### config.mk
export PLATFORM = sky130hd
export DESIGN_NAME = stream_pattern_replace
export DESIGN_NICKNAME = d
export VERILOG_FILES = /design/src/sv/spr_pkg.sv /design/src/sv/spr_front.sv /design/src/sv/spr_queue.sv /design/src/sv/spr_back.sv /design/src/sv/stream_pattern_replace.sv
export VERILOG_INCLUDE_DIRS = /design/src /design/src/sv
export SDC_FILE = /design/constraint.sdc
export NUM_CORES = 1
export LEC_CHECK = 0
export BUFFER_PORTS_ARGS = -buffer_cell sky130_fd_sc_hd__buf_2
export CAP_MARGIN = 20
export CORE_MARGIN = 2
export CORE_UTILIZATION = 53
export DETAILED_ROUTE_END_ITERATION = 12
export GPL_TIMING_DRIVEN = 0
export PLACE_DENSITY = 0.73
export SLEW_MARGIN = 10
export SYNTH_ARGS = -nofsm -noshare
export SYNTH_HDL_FRONTEND = slang
export SYNTH_SLANG_ARGS = --single-unit
### constraint.sdc
create_clock -name aclk -period 6.19 [get_ports aclk]
set_input_delay 1.238 -clock aclk [delete_from_list [all_inputs] [get_ports aclk]]
set_output_delay 1.238 -clock aclk [all_outputs]
set_load 0.05 [all_outputs]
### src/sv/stream_pattern_replace_assert.svh
// Assertion macros shared by the stream_pattern_replace modules.
// All of them sample on aclk and are held off while aresetn is low.
`ifndef STREAM_PATTERN_REPLACE_ASSERT_SVH
`define STREAM_PATTERN_REPLACE_ASSERT_SVH

// Condition holds in the same cycle as the trigger
`define SPR_ASSERT_NOW(lbl, trig, cond, msg) \
    lbl: assert property (@(posedge aclk) disable iff (!aresetn) (trig) |-> (cond)) \
        else $error(msg);

// Condition holds in the cycle after the trigger
`define SPR_ASSERT_NEXT(lbl, trig, cond, msg) \
    lbl: assert property (@(posedge aclk) disable iff (!aresetn) (trig) |=> (cond)) \
        else $error(msg);

`endif

### src/sv/spr_pkg.sv
package spr_pkg;

    // Longest pattern the window can hold
    localparam int PATTERN_MAX = 8;
    // Longest replacement, fixed by the 64-bit register
    localparam int REPLACE_MAX = 8;
    // Bytes carried by one queue entry
    localparam int DESC_BYTES  = (PATTERN_MAX > REPLACE_MAX) ? PATTERN_MAX : REPLACE_MAX;
    localparam int DATA_W      = 8 * DESC_BYTES;
    localparam int CNT_W       = $clog2(DESC_BYTES + 1);
    localparam int IDX_W       = (PATTERN_MAX > 1) ? $clog2(PATTERN_MAX) : 1;
    localparam int LEN_W       = 4;
    localparam int CFG_DATA_W  = 64;
    localparam int CFG_IDX_W   = 2;
    localparam int QUEUE_DEPTH = 4;
    localparam int QPTR_W      = $clog2(QUEUE_DEPTH);
    localparam int QCNT_W      = $clog2(QUEUE_DEPTH + 1);

    // Configuration register indexes
    typedef enum logic [CFG_IDX_W-1:0] {
        REG_PATTERN_BYTES      = 2'd0,
        REG_PATTERN_LENGTH     = 2'd1,
        REG_REPLACEMENT_BYTES  = 2'd2,
        REG_REPLACEMENT_LENGTH = 2'd3
    } cfg_index_t;

    // One burst of output: count bytes from data, lowest byte first.
    // A zero count with last set is a bare end mark.
    typedef struct packed {
        logic [DATA_W-1:0] data;
        logic [CNT_W-1:0]  count;
        logic              last;
    } desc_t;

    // Queue status seen by both ends
    typedef struct packed {
        logic full;
        logic empty;
    } queue_status_t;

endpackage

### src/sv/spr_front.sv
module spr_front
    import spr_pkg::*;
(
    input  logic                  aclk,
    input  logic                  aresetn,
    input  logic                  cfg_we,
    input  logic [CFG_IDX_W-1:0]  cfg_index,
    input  logic [CFG_DATA_W-1:0] cfg_wdata,
    input  logic                  in_valid,
    input  logic [7:0]            in_byte,
    input  logic                  in_last,
    input  queue_status_t         q_status,
    output logic                  in_ready,
    output logic                  push,
    output desc_t                 push_desc
);

    `include "stream_pattern_replace_assert.svh"

    logic [63:0]                  pat_bytes_reg;
    logic [LEN_W-1:0]             pat_len_reg;
    logic [63:0]                  rep_bytes_reg;
    logic [LEN_W-1:0]             rep_len_reg;

    logic [PATTERN_MAX-1:0][7:0]  win_reg, win_next;
    logic [CNT_W-1:0]             cnt_reg, cnt_next;

    logic [PATTERN_MAX-1:0][7:0]  win_app;
    logic [CNT_W-1:0]             cnt_app;
    logic [CNT_W-1:0]             plen, rlen, emit_n;
    logic                         match, use_repl, accept;
    logic [DATA_W-1:0]            emit_data;

    // Configuration registers
    always_ff @(posedge aclk) begin
        if (!aresetn) begin
            pat_bytes_reg <= '0;
            pat_len_reg   <= LEN_W'(1);
            rep_bytes_reg <= '0;
            rep_len_reg   <= '0;
        end else if (cfg_we) begin
            unique case (cfg_index_t'(cfg_index))
                REG_PATTERN_BYTES:      pat_bytes_reg <= cfg_wdata[63:0];
                REG_PATTERN_LENGTH:     pat_len_reg   <= cfg_wdata[LEN_W-1:0];
                REG_REPLACEMENT_BYTES:  rep_bytes_reg <= cfg_wdata[63:0];
                REG_REPLACEMENT_LENGTH: rep_len_reg   <= cfg_wdata[LEN_W-1:0];
                default: ;
            endcase
        end
    end

    // Clamped lengths
    always_comb begin
        if (pat_len_reg == '0)
            plen = CNT_W'(1);
        else if (pat_len_reg > LEN_W'(PATTERN_MAX))
            plen = CNT_W'(PATTERN_MAX);
        else
            plen = CNT_W'(pat_len_reg);
        if (rep_len_reg > LEN_W'(REPLACE_MAX))
            rlen = CNT_W'(REPLACE_MAX);
        else
            rlen = CNT_W'(rep_len_reg);
    end

    assign in_ready = !q_status.full;
    assign accept   = in_valid && in_ready;

    // Append, compare and classify the new byte
    always_comb begin
        win_app  = win_reg;
        cnt_app  = cnt_reg;
        if (cnt_reg < CNT_W'(PATTERN_MAX)) begin
            win_app[cnt_reg[IDX_W-1:0]] = in_byte;
            cnt_app = cnt_reg + CNT_W'(1);
        end

        match = 1'b1;
        for (int i = 0; i < PATTERN_MAX; i++) begin
            if ((CNT_W'(i) < plen) && (win_app[i] != pat_bytes_reg[8*i +: 8]))
                match = 1'b0;
        end

        use_repl = 1'b0;
        emit_n   = '0;
        if (cnt_app > plen) begin
            // pattern shortened: drain down to one short of the pattern
            emit_n = cnt_app - (plen - CNT_W'(1));
        end else if (cnt_app == plen) begin
            if (match) begin
                use_repl = 1'b1;
                emit_n   = rlen;
            end else begin
                emit_n   = CNT_W'(1);
            end
        end
        // final byte flushes the whole window
        if (in_last && !use_repl)
            emit_n = cnt_app;

        if (emit_n == '0)
            emit_data = '0;
        else if (use_repl)
            emit_data = DATA_W'(rep_bytes_reg);
        else
            emit_data = DATA_W'(win_app);

        win_next = win_app >> {emit_n, 3'b000};
        if (in_last || use_repl)
            cnt_next = '0;
        else
            cnt_next = cnt_app - emit_n;
    end

    assign push            = accept && ((emit_n != '0) || in_last);
    assign push_desc.data  = emit_data;
    assign push_desc.count = emit_n;
    assign push_desc.last  = in_last;

    // Window state
    always_ff @(posedge aclk) begin
        if (!aresetn)
            cnt_reg <= '0;
        else if (accept)
            cnt_reg <= cnt_next;
    end

    always_ff @(posedge aclk) begin
        if (accept)
            win_reg <= win_next;
    end

    // Window never stays full between words
    `SPR_ASSERT_NOW(a_win_room, 1'b1, cnt_reg < CNT_W'(PATTERN_MAX), "window left full")

    // A final byte always leaves the window empty
    `SPR_ASSERT_NEXT(a_last_flush, accept && in_last, cnt_reg == '0, "window kept after last")

endmodule

### src/sv/spr_queue.sv
module spr_queue
    import spr_pkg::*;
(
    input  logic          aclk,
    input  logic          aresetn,
    input  logic          push,
    input  desc_t         push_desc,
    input  logic          pop,
    output desc_t         pop_desc,
    output queue_status_t status
);

    `include "stream_pattern_replace_assert.svh"

    desc_t              slot_reg [QUEUE_DEPTH];
    logic [QPTR_W-1:0]  wr_ptr_reg, rd_ptr_reg;
    logic [QCNT_W-1:0]  cnt_reg;

    assign status.full  = (cnt_reg == QCNT_W'(QUEUE_DEPTH));
    assign status.empty = (cnt_reg == '0);
    assign pop_desc     = slot_reg[rd_ptr_reg];

    // Pointers and fill level
    always_ff @(posedge aclk) begin
        if (!aresetn) begin
            wr_ptr_reg <= '0;
            rd_ptr_reg <= '0;
            cnt_reg    <= '0;
        end else begin
            if (push)
                wr_ptr_reg <= wr_ptr_reg + QPTR_W'(1);
            if (pop)
                rd_ptr_reg <= rd_ptr_reg + QPTR_W'(1);
            if (push && !pop)
                cnt_reg <= cnt_reg + QCNT_W'(1);
            else if (pop && !push)
                cnt_reg <= cnt_reg - QCNT_W'(1);
        end
    end

    // Entry storage
    always_ff @(posedge aclk) begin
        if (push)
            slot_reg[wr_ptr_reg] <= push_desc;
    end

    `SPR_ASSERT_NOW(a_no_overflow, push, !status.full, "push into full queue")
    `SPR_ASSERT_NOW(a_no_underflow, pop, !status.empty, "pop from empty queue")
    `SPR_ASSERT_NOW(a_level, 1'b1, cnt_reg <= QCNT_W'(QUEUE_DEPTH), "queue level out of range")

endmodule

### src/sv/spr_back.sv
module spr_back
    import spr_pkg::*;
(
    input  logic          aclk,
    input  logic          aresetn,
    input  queue_status_t q_status,
    input  desc_t         pop_desc,
    output logic          pop,
    output logic          out_valid,
    input  logic          out_ready,
    output logic [7:0]    out_byte,
    output logic          out_byte_valid,
    output logic          out_last
);

    `include "stream_pattern_replace_assert.svh"

    logic              valid_reg, valid_next;
    logic [DATA_W-1:0] data_reg, data_next;
    logic [CNT_W-1:0]  rem_reg, rem_next;
    logic              last_reg, last_next;
    logic              final_beat, load;

    // Current burst drives the output word directly
    assign final_beat     = (rem_reg <= CNT_W'(1));
    assign out_valid      = valid_reg;
    assign out_byte       = data_reg[7:0];
    assign out_byte_valid = (rem_reg != '0);
    assign out_last       = last_reg && final_beat;

    // Take the next burst when idle or when the last word of this one leaves
    assign load = (!valid_reg || (out_ready && final_beat)) && !q_status.empty;
    assign pop  = load;

    always_comb begin
        valid_next = valid_reg;
        data_next  = data_reg;
        rem_next   = rem_reg;
        last_next  = last_reg;
        if (load) begin
            valid_next = 1'b1;
            data_next  = pop_desc.data;
            rem_next   = pop_desc.count;
            last_next  = pop_desc.last;
        end else if (valid_reg && out_ready) begin
            if (final_beat) begin
                valid_next = 1'b0;
            end else begin
                data_next = data_reg >> 8;
                rem_next  = rem_reg - CNT_W'(1);
            end
        end
    end

    always_ff @(posedge aclk) begin
        if (!aresetn)
            valid_reg <= 1'b0;
        else
            valid_reg <= valid_next;
    end

    always_ff @(posedge aclk) begin
        data_reg <= data_next;
        rem_reg  <= rem_next;
        last_reg <= last_next;
    end

    // A word without a byte is only ever the end mark
    `SPR_ASSERT_NOW(a_bare_is_end, valid_reg && !out_byte_valid, out_last, "bare word without end")

    // A burst never holds more bytes than a queue entry
    `SPR_ASSERT_NOW(a_rem_range, valid_reg, rem_reg <= CNT_W'(DESC_BYTES), "burst length out of range")

endmodule

### src/sv/stream_pattern_replace.sv
// Channel   Dir  Payload (low bit first)                  Handshake
// s_        in   tdata[7:0] text_byte, tlast text_last    s_tvalid / s_tready
// m_        out  tdata[7:0] out_byte, tuser byte_valid,   m_tvalid / m_tready
//                tlast out_last
// cfg_      in   cfg_index selects register, cfg_wdata    cfg_we, no wait
//
// One text byte is taken per cycle while the four-entry burst queue has room.
// The back end sends one word per cycle while m_tready is high; a replacement of
// r bytes goes out as r words, so s_tready drops when replacements outrun the input.
// A word passes through a queue slot and then the output stage registers to reach m_.
// aresetn is synchronous: window, queue and output stage are emptied and the
// registers return to pattern 0, length 1, empty replacement.
// m_tready low holds the current word and fills the queue behind it.
module stream_pattern_replace
    import spr_pkg::*;
(
    input  logic                  aclk,
    input  logic                  aresetn,
    input  logic                  cfg_we,
    input  logic [CFG_IDX_W-1:0]  cfg_index,
    input  logic [CFG_DATA_W-1:0] cfg_wdata,
    input  logic                  s_tvalid,
    output logic                  s_tready,
    input  logic [7:0]            s_tdata,   // [7:0] text_byte
    input  logic                  s_tlast,
    output logic                  m_tvalid,
    input  logic                  m_tready,
    output logic [7:0]            m_tdata,   // [7:0] out_byte
    output logic                  m_tuser,   // [0] byte_valid
    output logic                  m_tlast
);

    queue_status_t q_status;
    desc_t         push_desc, pop_desc;
    logic          push, pop;

    spr_front u_front (
        .aclk      (aclk),
        .aresetn   (aresetn),
        .cfg_we    (cfg_we),
        .cfg_index (cfg_index),
        .cfg_wdata (cfg_wdata),
        .in_valid  (s_tvalid),
        .in_byte   (s_tdata),
        .in_last   (s_tlast),
        .q_status  (q_status),
        .in_ready  (s_tready),
        .push      (push),
        .push_desc (push_desc)
    );

    spr_queue u_queue (
        .aclk      (aclk),
        .aresetn   (aresetn),
        .push      (push),
        .push_desc (push_desc),
        .pop       (pop),
        .pop_desc  (pop_desc),
        .status    (q_status)
    );

    spr_back u_back (
        .aclk           (aclk),
        .aresetn        (aresetn),
        .q_status       (q_status),
        .pop_desc       (pop_desc),
        .pop            (pop),
        .out_valid      (m_tvalid),
        .out_ready      (m_tready),
        .out_byte       (m_tdata),
        .out_byte_valid (m_tuser),
        .out_last       (m_tlast)
    );

endmodule
; Word level (Yosys, flattened, before mapping)
; Memories as Yosys holds them, arrays and structs flattened. A register that Yosys moved wholly into a read port is not among the register bits.
; Index checks and enable logic that the tools add are counted.
[word_totals]
register_bits = 281
ramBits = 276
input_bits = 80
output_inout_bits = 12
word_cells = 143
memories = 1
[op_classes]
addsub = 9
n_lt_le_gt_ge = 15
eq_ne = 14
n_shift = 1
n_mux = 41
reduce_logical = 42
[memory_table]
columns = name, words, word_bits, read_ports, rd_clocked_by_memory_dff, write_ports, line
row1 = u_queue.slot_reg, 4, 69, 1, 1, 1, spr_queue.sv:15  ; desc_t slot_reg [QUEUE_DEPTH];
[op_table]
columns = operator, n
row1 = $mux W64, 6
row2 = $bwmux W64, 1
row3 = $ne A8 B8 Y1, 8
row4 = $shr A64 B7 Y64, 1
row5 = $mux W4, 12
row6 = $demux W8 S3, 1
row7 = $logic_and A1 B1 Y1, 18
row8 = $lt A3 B4 Y1 const A, 4
row9 = $mux W1, 16
row10 = $reduce_and A2 Y1, 6
row11 = $gt A4 B4 Y1 const B, 2
row12 = $logic_not A4 Y1, 2
row13 = $lt A1 B4 Y1 const A, 2
row14 = $lt A2 B4 Y1 const A, 2
row15 = $mux W8, 1
row16 = $reduce_bool A4 Y1, 2
row17 = $sub A4 B1 Y4 const B, 2
row18 = $sub A4 B4 Y4, 2
row19 = $logic_not A1 Y1, 6
row20 = $mux W3, 2
row21 = $reduce_bool A2 Y1, 3
row22 = $add A2 B1 Y2 const B, 2
row23 = $add A4 B1 Y4 const B, 1
row24 = $eq A2 B2 Y1 const B, 2
row25 = 15 further kinds, 18

; Depth between registers and ports, before layout
[logic_depth]
ltp_word = 29
mapped_depth = 24
depth_no_buf = 21

; Modules after synthesis
; Synthesis repeated with hierarchy kept, for this count alone.
[unflattened]
hier_cells = 2144
hier_area_um2 = 26258.9
[modules_own_cells]
columns = module, instances, cells_per_inst, area_each_um2, seq_area_each_um2
row1 = spr_front, 1, 1563, 12736.0, 4724.5
row2 = spr_queue, 1, 404, 10412.5, 8468.1
row3 = spr_back, 1, 177, 3110.5, 2092.0

; Worst setup path before layout
; OpenSTA, ideal clock, no wires.
[synth_timing]
path_type = input to register
startpoint = input port s_tdata[4]
endpoint = memory u_queue.slot_reg[2][0] (netlist bit), enable pin
setup_time_ns = 0.435
arrival_time_ns = 5.493
required_time_ns = 5.755
slack_ns = 0.263
path_stages = 14
n_path_buf = 2
cell_sequence = clkbuf_1 xor2_1 a221oi_1 nand4_1 a21o_1 o32a_1 nor4_2 nand2_2 mux2i_4 inv_2 buf_2 nor2_1 a31oi_2 and2_1
[synth_between]
elab_chain_cells = 23
elab_cells_between_ends = 40
classes_between = eq/ne: 8 / mux: 19 / reduce/logical: 13
[synth_lines]
columns = element, line
row1 = "start, declared", stream_pattern_replace.sv:24  ; input logic [7:0] s_tdata,
row2 = $bwmux W64 *, spr_front.sv:74  ; win_app[cnt_reg[IDX_W-1:0]] = in_byte;
row3 = $mux W64 *, spr_front.sv:73  ; if (cnt_reg < CNT_W'(PATTERN_MAX)) begin
row4 = $ne A8 B8 Y1, spr_front.sv:80  ; if ((CNT_W'(i) < plen) && (win_app[i] != pat_bytes_reg[8*i +: 8]))
row5 = $logic_and A1 B1 Y1, spr_front.sv:80
row6 = $mux W1 (7 in series), spr_front.sv:80
row7 = $mux W1 *, spr_front.sv:80
row8 = $mux W1, spr_front.sv:90  ; if (match) begin
row9 = $mux W1, spr_front.sv:89  ; end else if (cnt_app == plen) begin
row10 = (+2 left out), -
row11 = $logic_and A1 B1 Y1, spr_front.sv:98  ; if (in_last && !use_repl)
row12 = $mux W4 *, spr_front.sv:98
row13 = $reduce_bool A4 Y1 *, spr_front.sv:115  ; assign push = accept && ((emit_n != '0) || in_last);
row14 = $logic_or A1 B1 Y1 *, spr_front.sv:115
row15 = $logic_and A1 B1 Y1 *, spr_front.sv:115
row16 = net push, stream_pattern_replace.sv:35  ; logic push, pop;
row17 = $mux W1 *, spr_queue.sv:43  ; if (push)
row18 = $mux W1 (not written as such) *, spr_queue.sv:44  ; slot_reg[wr_ptr_reg] <= push_desc;
row19 = "end, declared", spr_queue.sv:15
; Mark *: on every way through the listed nets, which the timed path passes. The rest lies on a longest branch.

; Final worst setup path
[layout_timing]
startpoint = register u_front.cnt_reg[0]
endpoint = register u_front.win_reg[0] (netlist bit) (data pin)
[layout_between]
elab_chain_cells = 23
elab_cells_between_ends = 47
classes_between = add/sub: 2 / order compare: 4 / eq/ne: 9 / shift: 1 / mux: 20 / reduce/logical: 11
[layout_lines]
columns = element, line
row1 = "start, declared", spr_front.sv:26  ; logic [CNT_W-1:0] cnt_reg, cnt_next;
row2 = "start signal, assigned", spr_front.sv:125  ; cnt_reg <= cnt_next;
row3 = $lt A3 B4 Y1 (not written as such) / $ge A3 B1 Y1 (equally long branches), spr_front.sv:74
row4 = $logic_and A1 B1 Y1 (not written as such), spr_front.sv:74
row5 = $mux W8 (not written as such), spr_front.sv:74
row6 = $demux W8 S3, -
row7 = $bwmux W64, spr_front.sv:74
row8 = $mux W64, spr_front.sv:73
row9 = $ne A8 B8 Y1, spr_front.sv:80
row10 = $logic_and A1 B1 Y1, spr_front.sv:80
row11 = $mux W1 (8 in series), spr_front.sv:80
row12 = $mux W1, spr_front.sv:90
row13 = $mux W1, spr_front.sv:89
row14 = $mux W1, spr_front.sv:86  ; if (cnt_app > plen) begin
row15 = $logic_not A1 Y1, spr_front.sv:98
row16 = $logic_and A1 B1 Y1, spr_front.sv:98
row17 = $mux W4, spr_front.sv:98
row18 = $shr A64 B7 Y64 *, spr_front.sv:108  ; win_next = win_app >> {emit_n, 3'b000};
row19 = "end signal, assigned", spr_front.sv:130  ; win_reg <= win_next;
row20 = "end, declared", spr_front.sv:25  ; logic [PATTERN_MAX-1:0][7:0] win_reg, win_next;
; Every way passes the cells marked *; elsewhere a longest branch is shown, timed or not.
; A chain may end at the register's enable or synchronous reset.

==> flow_metrics.env <==
export IMPL_crit_required_ns=6.52
export IMPL_critical_path_slowest_cell="mux2i_1"
export IMPL_postCtsHoldBufs=0
export IMPL_drtAntennaViolNets=0
export IMPL_ir_drop_v=0.0002702
export IMPL_finalCritPeriodShare_pct=98.78
export IMPL_cts_buffers_inserted=57
export IMPL_drc=0
export IMPL_cts_sinks=559
export IMPL_instances_no_fill=3165
export IMPL_syn_area_um2=26290
export IMPL_grt_overflow_total=0
export IMPL_crit_type="reg2reg"
export IMPL_clkLatencyLatePin_ns=0.65
export IMPL_grt_pass1_vias=19370
export IMPL_use_met3_pct=6.103
export IMPL_cp_data_arrival_time_ns=6.44
export IMPL_syn_area_per_cell_um2=11.49
export IMPL_setup_ws_ns=0.07551
export IMPL_antenna_found_initial=2
export IMPL_netlist_area_leader_share_pct=46.73
export IMPL_met1_usage_pct=47.78
export IMPL_grt_max_degree=59
export IMPL_tritoncts="yes"
export IMPL_cts_root_buf="clkbuf_16"
export IMPL_fin_util_pct=60.99
export IMPL_fmax_ghz=0.1635
export IMPL_largest_register_ff_count=276
export IMPL_top_usage_layer="met2"
export IMPL_async_flop_share_pct=0
export IMPL_met2_usage_pct=57.18
export IMPL_area_growth_pct=13.58
export IMPL_core_area_um2=48950
export IMPL_final_min_clock_period_ns=6.114
export IMPL_num_io_pins=92
export IMPL_finalSetupViolations=0
export IMPL_status="finished, final reports clean"
export IMPL_vias_per_cell=6.252
export IMPL_fp_dieH_um=226.7
export IMPL_layout_nets=2552
export IMPL_worstSetupStartpointType="register"
export IMPL_wire_per_inst_um=28.85
export IMPL_hold_path_class="reg2reg"
export IMPL_power_density_nw_per_um2=567.4
export IMPL_fin_area_um2=29850
export IMPL_first_iter_violations=2495
export IMPL_worst_pin_slew_ns=1.226
export IMPL_slowest_delay_ns=0.95
export IMPL_ys_warn_count=0
export IMPL_critPathMaxFanout=10
export IMPL_synth_edf_count=409
export IMPL_ys_seq_elements=559
export IMPL_die_area_um2=51390
export IMPL_fillerInstances=3930
export IMPL_final_hold_viol_count=0
export IMPL_gp_congestion=1.020
export IMPL_synth_nets=2389
export IMPL_die_width_um=226.7
export IMPL_ys_top_cells_by_area="edfxtp_1, dfxtp_1, nand2_1, mux4_2, a21boi_0"
export IMPL_static_leakage_power_nw=10.87
export IMPL_cts_max_level=2
export IMPL_seq_area_frac_synth_pct=58.15
export IMPL_clk_pin_slew_worst_paths_ns=0.06
export IMPL_rows=81
export IMPL_portBuffers=90
export IMPL_grt_use_total_pct=35.78
export IMPL_drv_slew=0
export IMPL_synth_area_leader_cell="edfxtp_1"
export IMPL_end_kind="register"
export IMPL_start_util_pct=53.70
export IMPL_dp_slack_ns=-1.340
export IMPL_ys_types=80
export IMPL_drive_above_1_share_pct=14.61
export IMPL_wl_um=91310
export IMPL_grt_first_pass_wirelength_um=130400
export IMPL_placedCellCount=3049
export IMPL_placed_area_um2=27770
export IMPL_clockBufferDepth=3
export IMPL_path_cells="nor4bb_4 -> clkbuf_4 -> mux2i_2 -> xnor2_1 -> nor4_1 -> o211ai_1 -> o31ai_4 -> nand2_2 -> mux2i_4 -> buf_4 -> buf_2 -> mux2i_1 -> o21ai_0 -> a21oi_1 -> nor3_1"
export IMPL_via_count=19790
export IMPL_place_detailed_hpwl_um=67100
export IMPL_skew_ns=0.03836
export IMPL_maxCapViolCount=0
export IMPL_maxSlewHeadroom_pct=18.26
export IMPL_first_pass_iters=7
export IMPL_synth_main_ff_cell="edfxtp_1"
export IMPL_synthesis_instances=2287
==> worst max-delay path, delay by kind of cell, from the launching register on <==
family / cells / cell delay [ns]
buf+inv: 3 / 1.10
simple gates: 4 / 1.18
compound gates: 4 / 0.99
mux: 3 / 1.88
flops: 1 / 0.52
xor+xnor: 1 / 0.12
==> synthesized netlist by cell type (11+ instances only) <==
cell type	number
ha_1	18
nand2_1	508
a221oi_1	13
clkbuf_1	110
nand3_1	23
a21boi_0	130
o21ai_0	46
nand4_1	11
xnor2_1	46
mux2i_1	81
buf_4	12
a222oi_1	11
o22ai_1	16
buf_2	24
a211oi_1	65
edfxtp_1	409
or3_1	14
o221ai_1	11
nor3_1	37
dfxtp_1	150
and2_1	19
nor2_1	148
mux4_2	69
xor2_1	25
a21oi_1	51
nor2b_1	18
a31oi_1	14
inv_1	63
buf_1	13
==> metal layers <==
layer	part of all wire (%)	vias to the layer above
li1	-	8630
met1	40	9917
met2	47	1054
met3	8.6	188
met4	4.9	0
met5	0	-
==> path summary, 6_finish.rpt <==
kind	startpoint	end	slack (ns)	depth (start not counted)
min	u_front.rep_bytes_reg[21]$_SDFFE_PN0P_	u_front.rep_bytes_reg[21]$_SDFFE_PN0P_	0.46	2
max reg2reg	u_front.cnt_reg[0]$_SDFFE_PN0P_	u_front.win_reg[0]$_SDFFCE_PP0P_	0.08	15
max	u_front.cnt_reg[0]$_SDFFE_PN0P_	u_front.win_reg[0]$_SDFFCE_PP0P_	0.08	15
min reg2reg	u_front.rep_bytes_reg[21]$_SDFFE_PN0P_	u_front.rep_bytes_reg[21]$_SDFFE_PN0P_	0.46	2
==> cells in the final DEF (no fill, tap or decap), types with 6 or more instances in the layout <==
cell       synthesis  final
mux2i_1           81     76
dfxtp_1          150    150
o21ai_0           46     46
nand3_1           23     23
clkbuf_8           0      7
o22ai_1           16     16
o21a_1             8      7
clkbuf_16          0     60
and2_1            19     15
a31oi_1           14     14
inv_1             63     62
buf_4             12     19
or3_1             14     14
xor2_1            25     25
edfxtp_1         409    409
clkbuf_1         110    124
mux4_2            69     69
a222oi_1          11     11
ha_1              18     18
buf_2             24    112
nor2b_1           18     18
o221ai_1          11     11
a221oi_1          13     13
nand2_1          508    508
nor3_1            37     37
mux2i_4            2      9
a21oi_1           51     51
nor2_1           148    146
a21boi_0         130    130
and3_1             6      6
clkinv_2           0     14
buf_1             13     12
xnor2_1           46     46
a22oi_1            9      9
mux2_2            10     10
a211oi_1          65     64
nand4_1           11     11
==> cells by family after synthesis <==
kind of cell / after synthesis / share of synthesized area, %
and+or+nand+nor: 814 / 13.21
DFF: 559 / 58.15
AOI/OAI and AO/OA: 424 / 11.60
buffers and inverters: 228 / 3.570
muxes: 169 / 9.944
xor gates and xnor gates: 71 / 2.366
adders and majority gates: 22 / 1.161
==> final cells by class <==
cell class	count	area (µm²)	share of cell area (%)
well taps	664	830.8	2.783
clock inverters	21	183.9	0.6161
diodes	2	5.005	0.01676
multi-input cells	1500	10220	34.25
plain buffers	159	700.7	2.347
flip-flops and latches	559	15280	51.20
repair buffers	105	693.2	2.322
inverters	68	259.0	0.8675
clock buffers	87	1673	5.603
==> through the flow <==
step                power (mW)  hold WS, ns  TNS (ns)
finish                   16.94       0.4609         0
global route             17.59       0.4884  -0.02206
CTS                      16.76       0.4613         0
detailed placement       13.30       0.4534   -492.73
global placement         13.11       0.4506  -1685.17
floorplan                10.55       0.4403         0
==> repair_timing <==
item                                    in CTS  in global routing
hold endpoints to repair                     0                  0
buffers inserted                             3                  4
pin swaps                                    2                  1
gates resized for setup                     21                 12
endpoints found under the setup margin     431                 41
==> power breakdown <==
part,switching [mW],internal [mW],total [mW]
registers,0.539,5.83,6.37
clock network,1.49,1.92,3.40
logic,4.86,2.31,7.17
(Power assumes the default switching activity.)
